[config.mk]
export PLATFORM = sky130hd
export DESIGN_NAME = ipv4_l4_header_extractor_core
export DESIGN_NICKNAME = d
export VERILOG_FILES = /design/src/hdl/l4hx_pkg.sv /design/src/hdl/ipv4_l4_header_extractor_core.sv /design/src/hdl/l4hx_capture.sv /design/src/hdl/l4hx_eval.sv
export SDC_FILE = /design/constraint.sdc
export NUM_CORES = 1
export LEC_CHECK = 0
export BUFFER_PORTS_ARGS = -buffer_cell sky130_fd_sc_hd__clkbuf_2
export CORE_MARGIN = 3
export CORE_UTILIZATION = 44
export DETAILED_ROUTE_END_ITERATION = 10
export PLACE_DENSITY = 0.75
export SLEW_MARGIN = 10
export SYNTH_ARGS = -nofsm -noshare
export SYNTH_HDL_FRONTEND = slang
export SYNTH_SLANG_ARGS = --single-unit
[constraint.sdc]
create_clock -name clk -period 35.6 [get_ports clk]
set_input_delay 1.78 -clock clk [delete_from_list [all_inputs] [get_ports clk]]
set_output_delay 1.78 -clock clk [all_outputs]
set_load 0.02 [all_outputs]
[src/hdl/l4hx_pkg.sv]
// Shared types and constants for the IPv4 L4 header extractor.
package l4hx_pkg;

	localparam logic [7:0] IP_MIN_HDR     = 8'd20;
	localparam logic [7:0] TCP_MIN_HDR    = 8'd20;
	localparam logic [7:0] UDP_HDR        = 8'd8;
	localparam logic [7:0] PROTO_TCP      = 8'd6;
	localparam logic [7:0] PROTO_UDP      = 8'd17;
	localparam logic [3:0] IP_VERSION     = 4'd4;
	localparam logic [7:0] BYTE_INDEX_MAX = 8'd255;

	// IPv4 header byte positions
	localparam logic [7:0] POS_VER_IHL  = 8'd0;
	localparam logic [7:0] POS_TLEN_HI  = 8'd2;
	localparam logic [7:0] POS_TLEN_LO  = 8'd3;
	localparam logic [7:0] POS_FRAG_HI  = 8'd6;
	localparam logic [7:0] POS_FRAG_LO  = 8'd7;
	localparam logic [7:0] POS_PROTO    = 8'd9;
	localparam logic [7:0] POS_SRC_LO   = 8'd12;
	localparam logic [7:0] POS_SRC_HI   = 8'd15;
	localparam logic [7:0] POS_DST_LO   = 8'd16;
	localparam logic [7:0] POS_DST_HI   = 8'd19;

	// transport header byte offsets
	localparam logic [7:0] OFF_SPORT_HI = 8'd0;
	localparam logic [7:0] OFF_SPORT_LO = 8'd1;
	localparam logic [7:0] OFF_DPORT_HI = 8'd2;
	localparam logic [7:0] OFF_DPORT_LO = 8'd3;
	localparam logic [7:0] OFF_ULEN_HI  = 8'd4;
	localparam logic [7:0] OFF_ULEN_LO  = 8'd5;
	localparam logic [7:0] OFF_TCP_DOFF = 8'd12;
	localparam logic [7:0] OFF_TCP_FLAG = 8'd13;

	typedef struct packed {
		logic [7:0]  version_ihl;
		logic [15:0] total_length;
		logic [15:0] fragment;
		logic [7:0]  protocol;
		logic [31:0] src_addr;
		logic [31:0] dst_addr;
		logic [15:0] l4_sport;
		logic [15:0] l4_dport;
		logic [15:0] udp_length;
		logic [3:0]  tcp_offset;
		logic [7:0]  l4_flags;
	} hdr_fields_t;

	typedef struct packed {
		logic       pending;
		logic [7:0] len;
	} eval_req_t;

endpackage

[src/hdl/ipv4_l4_header_extractor_core.sv]
// Top level of the IPv4 L4 header extractor.
//
//   channel | direction | handshake           | payload
//   --------+-----------+---------------------+----------------------------------------
//   in      | sink      | in_valid / in_stall | packet_byte, last_byte
//   out     | source    | out_valid/out_stall | packet_ok .. payload_length (one/packet)
//
// One byte transfer per cycle while in_stall is low. The byte is captured
// straight into the header field registers at the edge that accepts it; the
// last byte arms the evaluation request, and the checked result moves from it
// into the output register, raising out_valid, when that is empty or unstalled.
// Reset clears the byte counter, all header field registers and the output valid.
// in_stall rises only when an armed evaluation cannot enter a stalled, full
// output register; otherwise bytes keep flowing while a result waits.
module ipv4_l4_header_extractor_core import l4hx_pkg::*; (
	input  logic        clk,
	input  logic        arst_n,
	input  logic        in_valid,
	output logic        in_stall,
	input  logic [7:0]  packet_byte,
	input  logic        last_byte,
	output logic        out_valid,
	input  logic        out_stall,
	output logic        packet_ok,
	output logic [31:0] source_address,
	output logic [31:0] dest_address,
	output logic [7:0]  proto_number,
	output logic [15:0] ip_total_length,
	output logic        ports_valid,
	output logic [15:0] source_port,
	output logic [15:0] dest_port,
	output logic [7:0]  tcp_flag_bits,
	output logic [15:0] payload_length
);

	hdr_fields_t hdr;
	eval_req_t   req;
	logic        take;
	logic        load_ok;
	logic        accept;

	// hold input while a finished header still needs the stalled result slot:
	// the next byte would overwrite the fields it reads
	assign in_stall = req.pending && !load_ok;
	assign accept   = in_valid && !in_stall;

	l4hx_capture u_capture (
		.clk         (clk),
		.arst_n      (arst_n),
		.accept      (accept),
		.packet_byte (packet_byte),
		.last_byte   (last_byte),
		.drain       (take),
		.hdr         (hdr),
		.req         (req)
	);

	// evaluate from pre-edge field values, so the next packet's first byte
	// may be captured in the same cycle the result is loaded
	l4hx_eval u_eval (
		.clk             (clk),
		.arst_n          (arst_n),
		.hdr             (hdr),
		.req             (req),
		.out_stall       (out_stall),
		.take            (take),
		.load_ok         (load_ok),
		.out_valid       (out_valid),
		.packet_ok       (packet_ok),
		.source_address  (source_address),
		.dest_address    (dest_address),
		.proto_number    (proto_number),
		.ip_total_length (ip_total_length),
		.ports_valid     (ports_valid),
		.source_port     (source_port),
		.dest_port       (dest_port),
		.tcp_flag_bits   (tcp_flag_bits),
		.payload_length  (payload_length)
	);

endmodule

[src/hdl/l4hx_capture.sv]
// Byte position tracking and header field capture.
module l4hx_capture import l4hx_pkg::*; (
	input  logic        clk,
	input  logic        arst_n,
	input  logic        accept,
	input  logic [7:0]  packet_byte,
	input  logic        last_byte,
	input  logic        drain,
	output hdr_fields_t hdr,
	output eval_req_t   req
);

	logic [7:0]  byte_index_q;
	hdr_fields_t hdr_q;
	eval_req_t   req_q;
	logic [5:0]  hl_cap;
	logic [7:0]  off;
	logic        in_xport;
	logic [7:0]  len_next;

	always_comb begin
		// the IHL written by this very byte already positions the transport header
		hl_cap   = {(byte_index_q == POS_VER_IHL) ? packet_byte[3:0]
				: hdr_q.version_ihl[3:0], 2'b00};
		in_xport = byte_index_q >= {2'b00, hl_cap};
		off      = byte_index_q - {2'b00, hl_cap};
		len_next = (byte_index_q == BYTE_INDEX_MAX) ? BYTE_INDEX_MAX
				: byte_index_q + 8'd1;
	end

	always_ff @(posedge clk or negedge arst_n) begin
		if (!arst_n) begin
			byte_index_q <= '0;
			hdr_q        <= '0;
			req_q        <= '0;
		end else begin
			if (accept) begin
				byte_index_q <= last_byte ? 8'd0 : len_next;
				if (byte_index_q == POS_VER_IHL)
					hdr_q.version_ihl <= packet_byte;
				else if (byte_index_q == POS_TLEN_HI)
					hdr_q.total_length[15:8] <= packet_byte;
				else if (byte_index_q == POS_TLEN_LO)
					hdr_q.total_length[7:0] <= packet_byte;
				else if (byte_index_q == POS_FRAG_HI)
					hdr_q.fragment[15:8] <= packet_byte;
				else if (byte_index_q == POS_FRAG_LO)
					hdr_q.fragment[7:0] <= packet_byte;
				else if (byte_index_q == POS_PROTO)
					hdr_q.protocol <= packet_byte;
				else if (byte_index_q >= POS_SRC_LO && byte_index_q <= POS_SRC_HI)
					hdr_q.src_addr <= {hdr_q.src_addr[23:0], packet_byte};
				else if (byte_index_q >= POS_DST_LO && byte_index_q <= POS_DST_HI)
					hdr_q.dst_addr <= {hdr_q.dst_addr[23:0], packet_byte};

				if (in_xport) begin
					case (off)
						OFF_SPORT_HI: hdr_q.l4_sport[15:8]   <= packet_byte;
						OFF_SPORT_LO: hdr_q.l4_sport[7:0]    <= packet_byte;
						OFF_DPORT_HI: hdr_q.l4_dport[15:8]   <= packet_byte;
						OFF_DPORT_LO: hdr_q.l4_dport[7:0]    <= packet_byte;
						OFF_ULEN_HI:  hdr_q.udp_length[15:8] <= packet_byte;
						OFF_ULEN_LO:  hdr_q.udp_length[7:0]  <= packet_byte;
						OFF_TCP_DOFF: hdr_q.tcp_offset       <= packet_byte[7:4];
						OFF_TCP_FLAG: hdr_q.l4_flags         <= packet_byte;
						default: ;
					endcase
				end
			end

			// a new last byte arms evaluation; otherwise clear once handed off
			if (accept && last_byte) begin
				req_q.pending <= 1'b1;
				req_q.len     <= len_next;
			end else if (drain) begin
				req_q.pending <= 1'b0;
			end
		end
	end

	assign hdr = hdr_q;
	assign req = req_q;

endmodule

[src/hdl/l4hx_eval.sv]
// Header checks and the registered result stage.
module l4hx_eval import l4hx_pkg::*; (
	input  logic        clk,
	input  logic        arst_n,
	input  hdr_fields_t hdr,
	input  eval_req_t   req,
	input  logic        out_stall,
	output logic        take,
	output logic        load_ok,
	output logic        out_valid,
	output logic        packet_ok,
	output logic [31:0] source_address,
	output logic [31:0] dest_address,
	output logic [7:0]  proto_number,
	output logic [15:0] ip_total_length,
	output logic        ports_valid,
	output logic [15:0] source_port,
	output logic [15:0] dest_port,
	output logic [7:0]  tcp_flag_bits,
	output logic [15:0] payload_length
);

	logic        out_valid_q;
	logic        ok_q, pv_q;
	logic [31:0] src_q, dst_q;
	logic [7:0]  proto_q, flags_q;
	logic [15:0] tlen_q, sport_q, dport_q, plen_q;

	logic [7:0]  hl;
	logic [7:0]  thl;
	logic [7:0]  tl;
	logic [16:0] tcp_end, udp_end;
	logic        ok, base_ok, tcp_ok, udp_ok, pv;
	logic [15:0] plen;

	always_comb begin
		hl      = {2'b00, hdr.version_ihl[3:0], 2'b00};
		thl     = {2'b00, hdr.tcp_offset, 2'b00};
		tl      = req.len - hl;
		tcp_end = {9'd0, hl} + {9'd0, thl};
		udp_end = {9'd0, hl} + {1'b0, hdr.udp_length};

		ok = (req.len >= IP_MIN_HDR) && (hdr.version_ihl[7:4] == IP_VERSION)
			&& (hl >= IP_MIN_HDR);
		base_ok = ok && (hdr.total_length >= {8'd0, hl})
			&& (hdr.fragment[12:0] == 13'd0) && (req.len >= hl);
		tcp_ok = base_ok && (hdr.protocol == PROTO_TCP) && (tl >= TCP_MIN_HDR)
			&& (thl >= TCP_MIN_HDR) && (thl <= tl)
			&& (tcp_end <= {1'b0, hdr.total_length});
		udp_ok = base_ok && (hdr.protocol == PROTO_UDP) && (tl >= UDP_HDR)
			&& (hdr.udp_length >= {8'd0, UDP_HDR})
			&& (udp_end <= {1'b0, hdr.total_length});
		pv = tcp_ok || udp_ok;

		if (tcp_ok)
			plen = hdr.total_length - tcp_end[15:0];
		else if (udp_ok)
			plen = hdr.udp_length - {8'd0, UDP_HDR};
		else
			plen = '0;
	end

	assign load_ok = !out_valid_q || !out_stall;
	assign take    = req.pending && load_ok;

	always_ff @(posedge clk or negedge arst_n) begin
		if (!arst_n) begin
			out_valid_q <= 1'b0;
		end else if (load_ok) begin
			out_valid_q <= req.pending;
		end
	end

	always_ff @(posedge clk) begin
		if (take) begin
			ok_q    <= ok;
			src_q   <= ok ? hdr.src_addr : '0;
			dst_q   <= ok ? hdr.dst_addr : '0;
			proto_q <= ok ? hdr.protocol : '0;
			tlen_q  <= ok ? hdr.total_length : '0;
			pv_q    <= pv;
			sport_q <= pv ? hdr.l4_sport : '0;
			dport_q <= pv ? hdr.l4_dport : '0;
			flags_q <= tcp_ok ? hdr.l4_flags : '0;
			plen_q  <= plen;
		end
	end

	assign out_valid       = out_valid_q;
	assign packet_ok       = ok_q;
	assign source_address  = src_q;
	assign dest_address    = dst_q;
	assign proto_number    = proto_q;
	assign ip_total_length = tlen_q;
	assign ports_valid     = pv_q;
	assign source_port     = sport_q;
	assign dest_port       = dport_q;
	assign tcp_flag_bits   = flags_q;
	assign payload_length  = plen_q;

endmodule

## Word-level counts from Yosys, hierarchy flattened

Cells that the tools add are included.

- Add/sub/neg operators: 7
- Multipliers: 0
- Div/mod/pow operators: 0
- Order comparisons: 16
- Eq/ne operators: 16
- Shift operators: 0
- Mux-type cells: 7
- Bitwise operators: 7
- Reductions and logical operators: 46

Operators with widths:

| kind | count |
|---|---|
| $eq 8x3->1 const B | 5 |
| $le 17x16->1 | 2 |
| $eq 8x2->1 const B | 4 |
| $mux 16 | 2 |
| $reduce_and 3->1 | 9 |
| $eq 8x4->1 const B | 3 |
| $ge 8x5->1 const B | 3 |
| $logic_and 1x1->1 | 20 |
| $add 6x16->17 | 1 |
| $ge 16x4->1 const B | 1 |
| $ge 16x6->1 | 1 |
| $ge 8x4->1 const B | 2 |
| $ge 8x6->1 | 2 |
| $logic_not 8->1 | 2 |
| $mux 8 | 2 |
| $sub 16x16->16 | 1 |
| $sub 16x4->16 const B | 1 |
| $sub 8x6->8 | 2 |
| $logic_not 13->1 | 1 |
| $ge 6x5->1 const B | 2 |
| $reduce_and 9->1 | 1 |
| $add 8x1->8 const B | 1 |
| $eq 8x1->1 const B | 1 |
| $eq 8x5->1 const B | 1 |
| 18 further kinds | 29 |

- Flip-flop bits (word level): 333
- Bits in latches: 0
- Memory bits (writable): 0
- Bits in read-only memories: 0
- Bits of input ports: 13
- Output and inout port bits: 148
- Logic and storage cells: 129
- Memories: 0

## Logic depth before layout (Yosys ltp)

Gate-level depths: netlist (run 1).

- Word-level depth: 12
- Depth in mapped cells: 17
- Depth with buffers taken out: 16

## Cells and area by module

A second synthesis (run 1) with hierarchy kept.

- Cell total of the unflattened synthesis: 1188
- Area, all modules: 15491.1 um2

By module, submodules not included:

| module | instances | cells each | area each (um2) | sequential area each (um2) |
|---|---|---|---|---|
| l4hx_eval | 1 | 669 | 7826.3 | 4409.2 |
| l4hx_capture | 1 | 517 | 7642.3 | 4729.5 |
| ipv4_l4_header_extractor_core | 1 | 2 | 22.5 | 0.0 |

## Least setup slack after synthesis (run 1)

OpenSTA, ideal clock, no wires.

- Path kind: input-to-reg
- Start: input out_stall
- End: register u_eval.dst_q[0], in the netlist u_eval.dest_address[0], enable pin
- Setup time: 0.875 ns
- Arrival: 12.280 ns
- Required time: 34.725 ns
- Slack: 22.445 ns
- Stages on the path: 1
- Buffers on the path: 0
- Cells stage by stage: a21boi_0

- Longest elaborated chain between the ends: 3

RTL lines:

| element | RTL line | text |
|---|---|---|
| start, declared | ipv4_l4_header_extractor_core.sv:23 | `input logic out_stall,` |
| $logic_not 1->1 | l4hx_eval.sv:63 | `assign load_ok = !out_valid_q \|\| !out_stall;` |
| $logic_or 1x1->1 | l4hx_eval.sv:63 |  |
| $logic_and 1x1->1 | l4hx_eval.sv:64 | `assign take = req.pending && load_ok;` |
| end signal, assigned | l4hx_eval.sv:78 | `dst_q <= ok ? hdr.dst_addr : '0;` |
| end, declared | l4hx_eval.sv:25 | `logic [31:0] src_q, dst_q;` |

No other way between the ends.
A chain may end at the register's enable or synchronous reset.

## Final worst setup path (run 1)

- Start: register u_capture.hdr_q, in the netlist u_capture.hdr[165]
- End: register u_eval.dport_q[6], in the netlist u_eval.dest_port[6] (data pin)

- Longest elaborated chain between the ends: 11
- Elaborated cells between the ends (all ways): 25
- Classes of those cells: add/sub (3); order compare (8); reduce/logical (14)

RTL lines:

| element | RTL line | text |
|---|---|---|
| start, declared | l4hx_capture.sv:14 | `hdr_fields_t hdr_q;` |
| parallel branches: the longest is 10 deep, another holds $add 6x16->17 | -- |  |
| $logic_or 1x1->1 (*) | l4hx_eval.sv:53 | `pv = tcp_ok \|\| udp_ok;` |
| end signal, assigned | l4hx_eval.sv:83 | `dport_q <= pv ? hdr.l4_dport : '0;` |
| end, declared | l4hx_eval.sv:27 | `logic [15:0] tlen_q, sport_q, dport_q, plen_q;` |

Every way passes the cells marked *.

==> results of run 1 <==
## synth_stat cells (4+ instances only)
cell | n | area (sq um)
mux2i_1 | 6 | 60.1
nand2b_1 | 4 | 25.0
o31ai_1 | 5 | 37.5
edfxtp_1 | 146 | 4380
o21ai_0 | 31 | 155
and3_1 | 48 | 300
xor2_1 | 16 | 140
clkbuf_1 | 43 | 161
and2_1 | 91 | 569
nor4_1 | 8 | 50.1
ha_1 | 55 | 688
dfrtp_1 | 187 | 4680
inv_1 | 48 | 180
fa_1 | 5 | 100
a21oi_1 | 31 | 155
mux2_2 | 163 | 1840
nand2_1 | 42 | 158
a21o_1 | 16 | 120
nor2b_1 | 6 | 37.5
xnor2_1 | 24 | 210
nand3_1 | 17 | 85.1
a22oi_1 | 17 | 128
nand4_1 | 7 | 43.8
or3_1 | 4 | 25.0
nor3_1 | 16 | 80.1
nor2_1 | 44 | 165
## registers in the layout (all words and copies together) (netlist names), 8 cells and up
| name | flops |
|---|---|
| u_capture.hdr | 169 |
| u_eval.dest_address | 32 |
| u_eval.source_address | 32 |
| u_eval.dest_port | 16 |
| u_eval.ip_total_length | 16 |
| u_eval.payload_length | 16 |
| u_eval.source_port | 16 |
| u_capture.req | 9 |
| u_capture.byte_index_q | 8 |
| u_eval.proto_number | 8 |
| u_eval.tcp_flag_bits | 8 |
## power groups by stage
stage	Combinational, W	Clock, W	Sequential [W]
floorplan	0.000151	0	0.000483
global placement	0.000208	0	0.000479
detailed placement	0.000216	0	0.000480
CTS	0.000217	0.000385	0.000472
global route	0.000244	0.000401	0.000477
finish	0.000217	0.000375	0.000472
## critical path, delay by kind of cell, from the launching register on
kind | cells | cell delay [ns]
DFF | 1 | 0.60
and+or+nand+nor | 4 | 0.99
xor gates and xnor gates | 1 | 0.15
buffers and inverters | 1 | 0.09
AOI/OAI and AO/OA | 7 | 2.40
adders and majority gates | 2 | 0.62
## per-stage QoR
stage	std cells	worst slack, ns
6_report	1757	30.62
5_1_grt	1757	30.27
4_1_cts	1757	30.64
3_5_place_dp	1691	30.44
3_3_place_gp	1691	30.52
2_1_floorplan	1130	22.44
## logic make-up after synthesis
group                      after synthesis  synth area share
AOI/OAI and AO/OA                      122            0.0527
xor gates and xnor gates                40            0.0233
adders and majority gates               60            0.0525
buffers and inverters                   99            0.0265
DFF                                    333             0.603
muxes                                  169             0.126
and+or+nand+nor                        307             0.115
## final timing paths
check	endpoint	slack [ns]	cells past startpoint	from
setup / recovery	u_eval.dest_port[6]$_SDFFCE_PN0P_	30.62	15	u_capture.hdr[165]$_DFFE_PN0P_
hold / removal	u_eval.out_valid$_DFFE_PN0N_	0.49	1	u_capture.req[8]$_DFFE_PN0P_
setup reg to reg	u_eval.dest_port[6]$_SDFFCE_PN0P_	30.62	15	u_capture.hdr[165]$_DFFE_PN0P_
hold reg to reg	u_eval.out_valid$_DFFE_PN0N_	0.49	1	u_capture.req[8]$_DFFE_PN0P_
max in group asynchronous	u_capture.hdr[37]$_DFFE_PN0P_	32.64	2	arst_n
min in group asynchronous	u_capture.hdr[82]$_DFFE_PN0P_	1.33	1	arst_n
## placed cells by master (no fill, tap or decap), types with 3 or more instances in the layout
| cell type | Yosys | final |
|---|---|---|
| a21o_1 | 16 | 16 |
| a21oi_1 | 31 | 31 |
| a22oi_1 | 17 | 17 |
| a31oi_1 | 3 | 3 |
| and2_1 | 91 | 91 |
| and3_1 | 48 | 48 |
| buf_4 | 0 | 3 |
| bufinv_16 | 0 | 3 |
| clkbuf_1 | 43 | 9 |
| clkbuf_16 | 0 | 39 |
| clkbuf_2 | 0 | 159 |
| clkbuf_8 | 0 | 4 |
| clkinv_2 | 0 | 9 |
| dfrtp_1 | 187 | 187 |
| edfxtp_1 | 146 | 146 |
| fa_1 | 5 | 5 |
| ha_1 | 55 | 55 |
| inv_1 | 48 | 48 |
| mux2_2 | 163 | 163 |
| mux2i_1 | 6 | 6 |
| nand2_1 | 42 | 42 |
| nand2b_1 | 4 | 4 |
| nand3_1 | 17 | 16 |
| nand4_1 | 7 | 7 |
| nor2_1 | 44 | 43 |
| nor2b_1 | 6 | 6 |
| nor3_1 | 16 | 16 |
| nor4_1 | 8 | 8 |
| o21ai_0 | 31 | 31 |
| o31ai_1 | 5 | 5 |
| or3_1 | 4 | 4 |
| xnor2_1 | 24 | 24 |
| xor2_1 | 16 | 16 |
## area by class of cell
type | instances | area (sq um) | share of cell area
inverter | 48 | 180 | 0.0103
tap | 448 | 561 | 0.0321
timing repair buffer | 164 | 852 | 0.0488
clock buffer | 51 | 1050 | 0.0602
multi-input combinational | 698 | 5590 | 0.320
clock inverter | 15 | 159 | 0.00910
sequential | 333 | 9060 | 0.519
## per-layer routing
layer,routed length [um],share of wire,vias up,GRT usage
met2,15600,0.48,225,0.291
met5,0,0,-,0
met1,14300,0.44,4689,0.244
met4,775,0.024,0,0.0559
li1,-,-,4351,-
met3,1610,0.050,51,0.0346
==> flow_summary.yaml, run 1 <==
floorplan:
  die_y_um: 191
  start_util: 0.447
  die_area_sq_um: 36400
  row_count: 67
  die_w_um: 191
  core_area_sq_um: 33600
  ioPinCount: 161
yosys:
  syn_area_sq_um: 15000
  synthArstFlopShare: 0.562
  yosysSeqAreaShare: 0.603
  synth_edf_count: 146
  synth_cells: 1130
  syn_avg_cell_area_sq_um: 13.3
  ys_ff_latch: 333
  synth_flop_cell: "dfrtp_1"
  ys_warn_count: 0
  synthDistinctLibCells: 60
  synth_nets: 1203
pwr:
  p_sw_w: 0.000308
  power.leakage_nw: 8.13
  p_int_w: 0.000756
  vdd_drop_max_v: 0.0000323
  power.total_w: 0.00106
  clock_power_share: 0.352
  combinationalPowerShare: 0.204
  swShare: 0.289
  p_seq_frac: 0.444
  power_density_nw_per_um2: 61.0
worst_setup_path:
  crit_path_max_incr_delay_ns: 1.00
  crit_type: "flop to flop"
  critical-path-slowest-cell: "a211oi_2"
  crit_fanout: 33
  critPathRequiredTime_ns: 35.98
  start_kind: "flop"
  cp_cell_sequence: "ha_1 > a21o_1 > a21oi_1 > nor2b_1 > o21bai_1 > inv_1 > and3_1 > xor2_1 > ha_1 > a21o_1 > a2111oi_0 > o31ai_1 > a211oi_2 > or2_4 > and3_1"
  worstPathArrival_ns: 5.36
  cp-end-kind: "flop"
grt:
  grtUsageTotal: 0.179
  grt_pass1_wl_um: 51500
  grt_overflow_total: 0
  grt_max_degree: 147
  antenna_found_initial: 0
  grt_pass1_vias: 9419
clock_network:
  root_buffer: "clkbuf_16"
  cts_buffer_depth: 3
  cts-hold-fix-buffers: 0
  cts_buffers: 36
  postCtsSetupRepairBufs: 0
  clk_latency_ns: 0.52
  cts.sinks: 333
  cts_resized: 0
  cts_tree: "built"
  clk_pin_slew_worst_paths_ns: 0.06
  cts_max_level: 2
place:
  globalplace.congestion: 0.853
  dp_hpwl_um: 21100
  port_buffers: 160
  post_dp_cell_area_sq_um: 16200
final_layout:
  final.fill_count: 2862
  post-route-util: 0.519
  design_area_sq_um: 17500
  area_growth_pct: 16.2
  drive_above_1_share: 0.304
  num_antenna_cells: 0
  layout.nets: 1354
timing:
  hold_viol: 0
  period_share: 0.140
  fin_tns_setup_ns: 0
  slew_violations: 0
  clock.fmax_mhz: 201
  setup_viol: 0
  min_period_ns: 4.98
  rsz0062_at_grt: "no"
  relSlewSlack: 0.220
  tightest_slew_ns: 1.17
  skew_ns: 0.0121
  holdWs_ns: 0.489
job:
  cap_violations: 0
drt:
  drc_errors: 0
  drtPass1Iterations: 5
  totalWireLength_um: 32300
  post_drt_wl_per_cell_um: 18.4
  drt-initial-drc-count: 640
  via_per_inst: 5.30
  vias: 9316
  antenna_left: 0
status:
  status: "complete, no violations"
worst_hold_path:
  holdCritPathClass: "flop to flop"
(Power assumes the default switching activity.)
==> inputs of run 2 (changes only) <==
clock period = 5.1 ns   (was 35.6 ns; I/O delays follow)
==> run 2 against run 1 <==
Compared with the run above: clock-buffer cell count unchanged; routed wire length up 2.0%; non-clock buffer count grew 8; largest cell class unchanged; combinational power grew to 7.1 times the previous value; worst hold slack got worse by 0.26 ns; fmax rose by 15%.
==> flow_summary.yaml, run 2 (synthesis gave the netlist of run 1 again) <==
timing:
  hold_viol: 0
  relSlewSlack: 0.383
  fin_tns_setup_ns: 0
  skew_ns: 0.0130
  setup_viol: 0
  slew_violations: 0
  clock.fmax_mhz: 231
  rsz0062_at_grt: "no"
  min_period_ns: 4.33
  period_share: 0.848
  tightest_slew_ns: 0.924
place:
  port_buffers: 160
  dp_hpwl_um: 21800
  globalplace.congestion: 0.909
  dp.cells: 1696
final_layout:
  largest_reg_flops: 169
  num_antenna_cells: 0
  mostFrequentLayoutCell: "dfrtp_1"
  area_growth_pct: 16.1
  stdcell_count: 1765
  final.fill_count: 2840
  drive_above_1_share: 0.304
  mostFrequentLayoutCells: "dfrtp_1, mux2_2, clkbuf_2, edfxtp_1, and2_1"
  layout.nets: 1362
worst_setup_path:
  cp-end-kind: "flop"
  critical-path-slowest-cell: "nor3b_2"
  crit_path_max_incr_delay_ns: 0.53
  crit_fanout: 8
  cp_cell_sequence: "or3_1 > nor2_1 > nand3_1 > mux2_2 > ha_1 > inv_1 > fa_1 > a211o_1 > a221oi_1 > o211ai_1 > or2_2 > nor3b_2 > mux2_2"
  worstPathArrival_ns: 4.72
  critPathRequiredTime_ns: 5.50
  crit_top_cell: "mux2_2"
  start_kind: "flop"
  crit_type: "flop to flop"
job:
  cap_violations: 0
drt:
  antenna_left: 0
  drc_errors: 0
  via_per_inst: 5.23
  vias: 9236
  totalWireLength_um: 32900
  post_drt_wl_per_cell_um: 18.7
  drtPass1Iterations: 4
  drt-initial-drc-count: 574
grt:
  grtUsageTotal: 0.183
  grt_max_degree: 92
  grt_pass1_wl_um: 52200
  grt_overflow_total: 0
  antenna_found_initial: 0
  grt_pass1_vias: 9410
clock_network:
  clk_pin_slew_worst_paths_ns: 0.06
  cts_buffers: 36
  cts_buffer_depth: 3
  root_buffer: "clkbuf_16"
  clk_latency_ns: 0.52
  cts_max_level: 2
  cts.sinks: 333
  cts_tree: "built"
floorplan:
  ioPinCount: 161
  die_area_sq_um: 36400
  start_util: 0.447
  row_count: 67
  core_area_sq_um: 33600
  die_y_um: 191
  die_w_um: 191
worst_hold_path:
  holdCritPathClass: "primary input to flop"
status:
  status: "complete, no violations"
pwr:
  power.leakage_nw: 8.12
  power_density_nw_per_um2: 420
  vdd_drop_max_v: 0.000238
run 2: changes by cell type in the layout (fill, tap and decap cells not counted), sizes merged:
cell / previous run / this run
dlygate4sd3: 0 / 3
bufinv: 3 / 1
buf: 4 / 9
clkinvlp: 0 / 2
run 2: power breakdown:
part | leakage, nW | internal, W | switching [W]
Combinational | 3.62 | 0.000636 | 0.000906
Sequential | 3.94 | 0.00306 | 0.000235
Clock | 0.559 | 0.00146 | 0.00103
Total | 8.12 | 0.00516 | 0.00217
run 2: metrics by stage:
stage | hold slack (ns) | setup WS (ns) | total power [W] | instance area, sq um | utilization
6_report | 0.230 | 0.774 | 0.00733 | 17400 | 0.519
5_1_grt | 0.240 | 0.521 | 0.00771 | 17400 | 0.519
4_1_cts | 0.194 | 0.811 | 0.00739 | 17400 | 0.519
3_5_place_dp | 0.372 | 0.819 | 0.00487 | 16300 | 0.484
3_3_place_gp | 0.364 | 0.881 | 0.00481 | 16300 | 0.484
2_1_floorplan | -0.0406 | 0.173 | 0.00440 | 15000 | -
run 2: area by class of cell:
class	count	area, sq um	share of cell area
clock buffers	51	1030	0.0590
clock inverters	15	113	0.00646
inverters	48	180	0.0103
multi-input cells	698	5590	0.320
flip-flops and latches	333	9060	0.520
well taps	448	561	0.0321
repair buffers	172	907	0.0520
run 2: routing by layer:
| metal | track usage | vias up | wire (um) |
|---|---|---|---|
| met3 | 0.0279 | 49 | 1440 |
| met4 | 0.0508 | 0 | 673 |
| met1 | 0.248 | 4614 | 14700 |
| li1 | - | 4366 | - |
| met2 | 0.308 | 207 | 16100 |
| met5 | 0 | - | 0 |
run 2: worst paths after layout:
| kind | start | endpoint | slack [ns] | cells past startpoint |
|---|---|---|---|---|
| setup / recovery | u_capture.byte_index_q[5]$_DFFE_PN0P_ | u_capture.hdr[26]$_DFFE_PN0P_ | 0.77 | 13 |
| min in group asynchronous | arst_n | u_capture.hdr[88]$_DFFE_PN0P_ | 0.36 | 2 |
| max in group asynchronous | arst_n | u_capture.hdr[124]$_DFFE_PN0P_ | 3.59 | 3 |
| setup reg to reg | u_capture.byte_index_q[5]$_DFFE_PN0P_ | u_capture.hdr[26]$_DFFE_PN0P_ | 0.77 | 13 |
| hold reg to reg | u_capture.hdr[89]$_DFFE_PN0P_ | u_capture.hdr[89]$_DFFE_PN0P_ | 0.49 | 1 |
| hold / removal | in_valid | u_capture.byte_index_q[7]$_DFFE_PN0P_ | 0.23 | 3 |
run 2: timing repair:
action | in CTS | in global routing
buffers inserted | 0 | 0
resized for setup | 0 | 0
hold buffers | 3 | 0
hold endpoints to repair | 91 | 0
run 2: critical path: cells and delay by family, from the launching register on:
kind | cells | cell delay, ns
and+or+nand+nor | 5 | 1.66
AOI/OAI and AO/OA | 3 | 0.72
muxes | 2 | 0.71
adders and majority gates | 2 | 0.58
DFF | 1 | 0.46
buffers and inverters | 1 | 0.06
==> inputs of run 3 (changes only) <==
clock period = 4.1 ns   (was 5.1 ns; I/O delays follow)
==> run 3 against run 2 <==
Compared with the run above: clock-buffer cell count shrank 8; register-to-register slack lost 0.57 ns; via count grew 2.7%; fmax grew 11%; routed wire length grew 0.87%.
==> flow_summary.yaml, run 3 (synthesis gave the netlist of run 1 again) <==
status:
  status: "complete, no violations"
worst_setup_path:
  crit_family: "compound AO/OA/AOI/OAI gates"
  crit_path_max_incr_delay_ns: 0.42
  critical-path-slowest-cell: "fa_1"
  critPathRequiredTime_ns: 4.37
  crit_fanout: 17
  r2r_slack_ns: 0.21
  r2r_end: "u_eval.dest_port[4]$_SDFFCE_PN0P_"
  cp_cell_sequence: "ha_1 > fa_1 > a21o_1 > a21oi_1 > nor2_1 > xor2_1 > ha_1 > nand4_1 > o31ai_1 > a221oi_1 > o31ai_1 > a211oi_2 > buf_4 > or2_4 > and3_1"
  cp-end-kind: "flop"
  crit_buf_inv: 1
  r2r.worst_path.cells: 15
  crit_type: "flop to flop"
  start_kind: "flop"
  worstPathArrival_ns: 4.16
  r2r_start: "u_capture.hdr[14]$_DFFE_PN0P_"
drt:
  drtPass1Iterations: 6
  totalWireLength_um: 33200
  via_per_inst: 5.31
  drc_errors: 0
  vias: 9481
  drt-initial-drc-count: 578
  antenna_left: 0
  post_drt_wl_per_cell_um: 18.6
clock_network:
  cts.sinks: 333
  root_buffer: "clkbuf_16"
  cts_max_level: 2
  clk_latency_ns: 0.52
  cts_buffer_depth: 3
  cts_buffers: 37
  clk_pin_slew_worst_paths_ns: 0.06
  cts_tree: "built"
pwr:
  p_seq_frac: 0.434
  combinationalPowerShare: 0.214
  power_density_nw_per_um2: 528
  clock_power_share: 0.351
  p_sw_w: 0.00278
  p_int_w: 0.00658
  swShare: 0.297
  power.leakage_nw: 8.30
  vdd_drop_max_v: 0.000283
  power.total_w: 0.00936
floorplan:
  start_util: 0.447
  die_w_um: 191
  die_area_sq_um: 36400
  die_y_um: 191
  core_area_sq_um: 33600
  row_count: 67
  ioPinCount: 161
final_layout:
  drive_above_1_share: 0.323
  mostFrequentLayoutCells: "dfrtp_1, mux2_2, clkbuf_2, edfxtp_1, and2_1"
  num_antenna_cells: 0
  regArea_sq_um: 9060
  layout.nets: 1382
  final.fill_count: 2833
  largest_reg_flops: 169
  area_growth_pct: 17.9
  multi_input_area_sq_um: 5600
  design_area_sq_um: 17700
  mostFrequentLayoutCell: "dfrtp_1"
worst_hold_path:
  holdCritPathClass: "primary input to flop"
  hold_end: "u_capture.byte_index_q[7]$_DFFE_PN0P_"
  whs_path_depth: 3
  hp-start: "in_valid"
grt:
  grt_max_degree: 111
  grt_overflow_total: 0
  grt_pass1_wl_um: 51700
  grt_pass1_vias: 9406
  antenna_found_initial: 0
  grtUsageTotal: 0.181
timing:
  rsz0062_at_grt: "yes"
  relSlewSlack: 0.374
  slew_violations: 0
  setup_viol: 0
  hold_viol: 0
  period_share: 0.950
  min_period_ns: 3.89
  fin_tns_setup_ns: 0
  skew_ns: 0.0168
  clock.fmax_mhz: 257
  tightest_slew_ns: 0.937
job:
  cap_violations: 0
place:
  globalplace.congestion: 0.895
  post_dp_cell_area_sq_um: 16400
  dp_hpwl_um: 22100
  port_buffers: 160
run 3: changes by cell type in the layout (fill, tap and decap cells not counted), moves of 2 or more:
cell / previous run / this run
inv_6: 0 / 2
clkinv_2: 8 / 14
bufinv_16: 1 / 3
clkinv_4: 0 / 2
clkinvlp_4: 2 / 0
buf_4: 9 / 23
clkbuf_1: 10 / 2
buf_12: 0 / 3
run 3: final cells by class:
cell class | count | area share
sequential | 333 | 0.512
multi-input combinational | 699 | 0.316
timing repair buffer | 190 | 0.0612
clock buffer | 43 | 0.0564
tap | 448 | 0.0316
clock inverter | 25 | 0.0129
inverter | 48 | 0.0102
run 3: power by group through the flow:
stage	Clock, W	Sequential (W)	Combinational (W)
6_report	0.00329	0.00407	0.00200
5_1_grt	0.00351	0.00411	0.00222
4_1_cts	0.00336	0.00406	0.00200
3_5_place_dp	0	0.00413	0.00198
3_3_place_gp	0	0.00412	0.00192
2_1_floorplan	0	0.00415	0.00132
run 3: stage by stage:
stage	utilization	std cells	hold slack (ns)	setup slack, ns
global route	0.527	1786	0.230	-0.00524
CTS	0.526	1784	0.179	0.0585
floorplan	-	1130	-0.0906	0.177
finish	0.527	1786	0.196	0.206
global placement	0.489	1713	0.378	0.204
detailed placement	0.489	1713	0.375	0.0731
run 3: worst max path at each step:
| stage | start | end | cells past startpoint |
|---|---|---|---|
| 6_report | u_capture.hdr[14]$_DFFE_PN0P_ | u_eval.dest_port[4]$_SDFFCE_PN0P_ | 15 |
| 5_1_grt | u_capture.byte_index_q[5]$_DFFE_PN0P_ | u_capture.hdr[31]$_DFFE_PN0P_ | 13 |
| 4_1_cts | u_capture.hdr[15]$_DFFE_PN0P_ | u_eval.source_port[12]$_SDFFCE_PN0P_ | 15 |
| 3_5_place_dp | u_capture.hdr[15]$_DFFE_PN0P_ | u_eval.source_port[12]$_SDFFCE_PN0P_ | 15 |
| 3_3_place_gp | u_capture.hdr[15]$_DFFE_PN0P_ | u_eval.source_port[5]$_SDFFCE_PN0P_ | 15 |
| 2_1_floorplan | u_capture.byte_index_q[5]$_DFFE_PN0P_ | u_capture.hdr[12]$_DFFE_PN0P_ | 13 |
run 3: what timing repair did:
action                                  in CTS  in global routing
hold buffers                                 3                  0
endpoints found under the hold margin      111                  0
endpoints found under the setup margin       0                 66
buffers inserted                             0                  1
resized for setup                            0                  4
run 3: metal layers:
metal	routed length, um	GRT usage
met4	755	0.0525
met1	14700	0.245
met2	16000	0.301
met5	0	0
met3	1760	0.0289
run 3: worst register-to-register path: stages, from the launching register on:
cell	delay, ns
dfrtp_1	0.39
ha_1	0.23
fa_1	0.42
a21o_1	0.19
a21oi_1	0.21
nor2_1	0.14
xor2_1	0.16
ha_1	0.32
nand4_1	0.16
o31ai_1	0.27
a221oi_1	0.08
o31ai_1	0.26
a211oi_2	0.11
buf_4	0.18
or2_4	0.31
and3_1	0.21
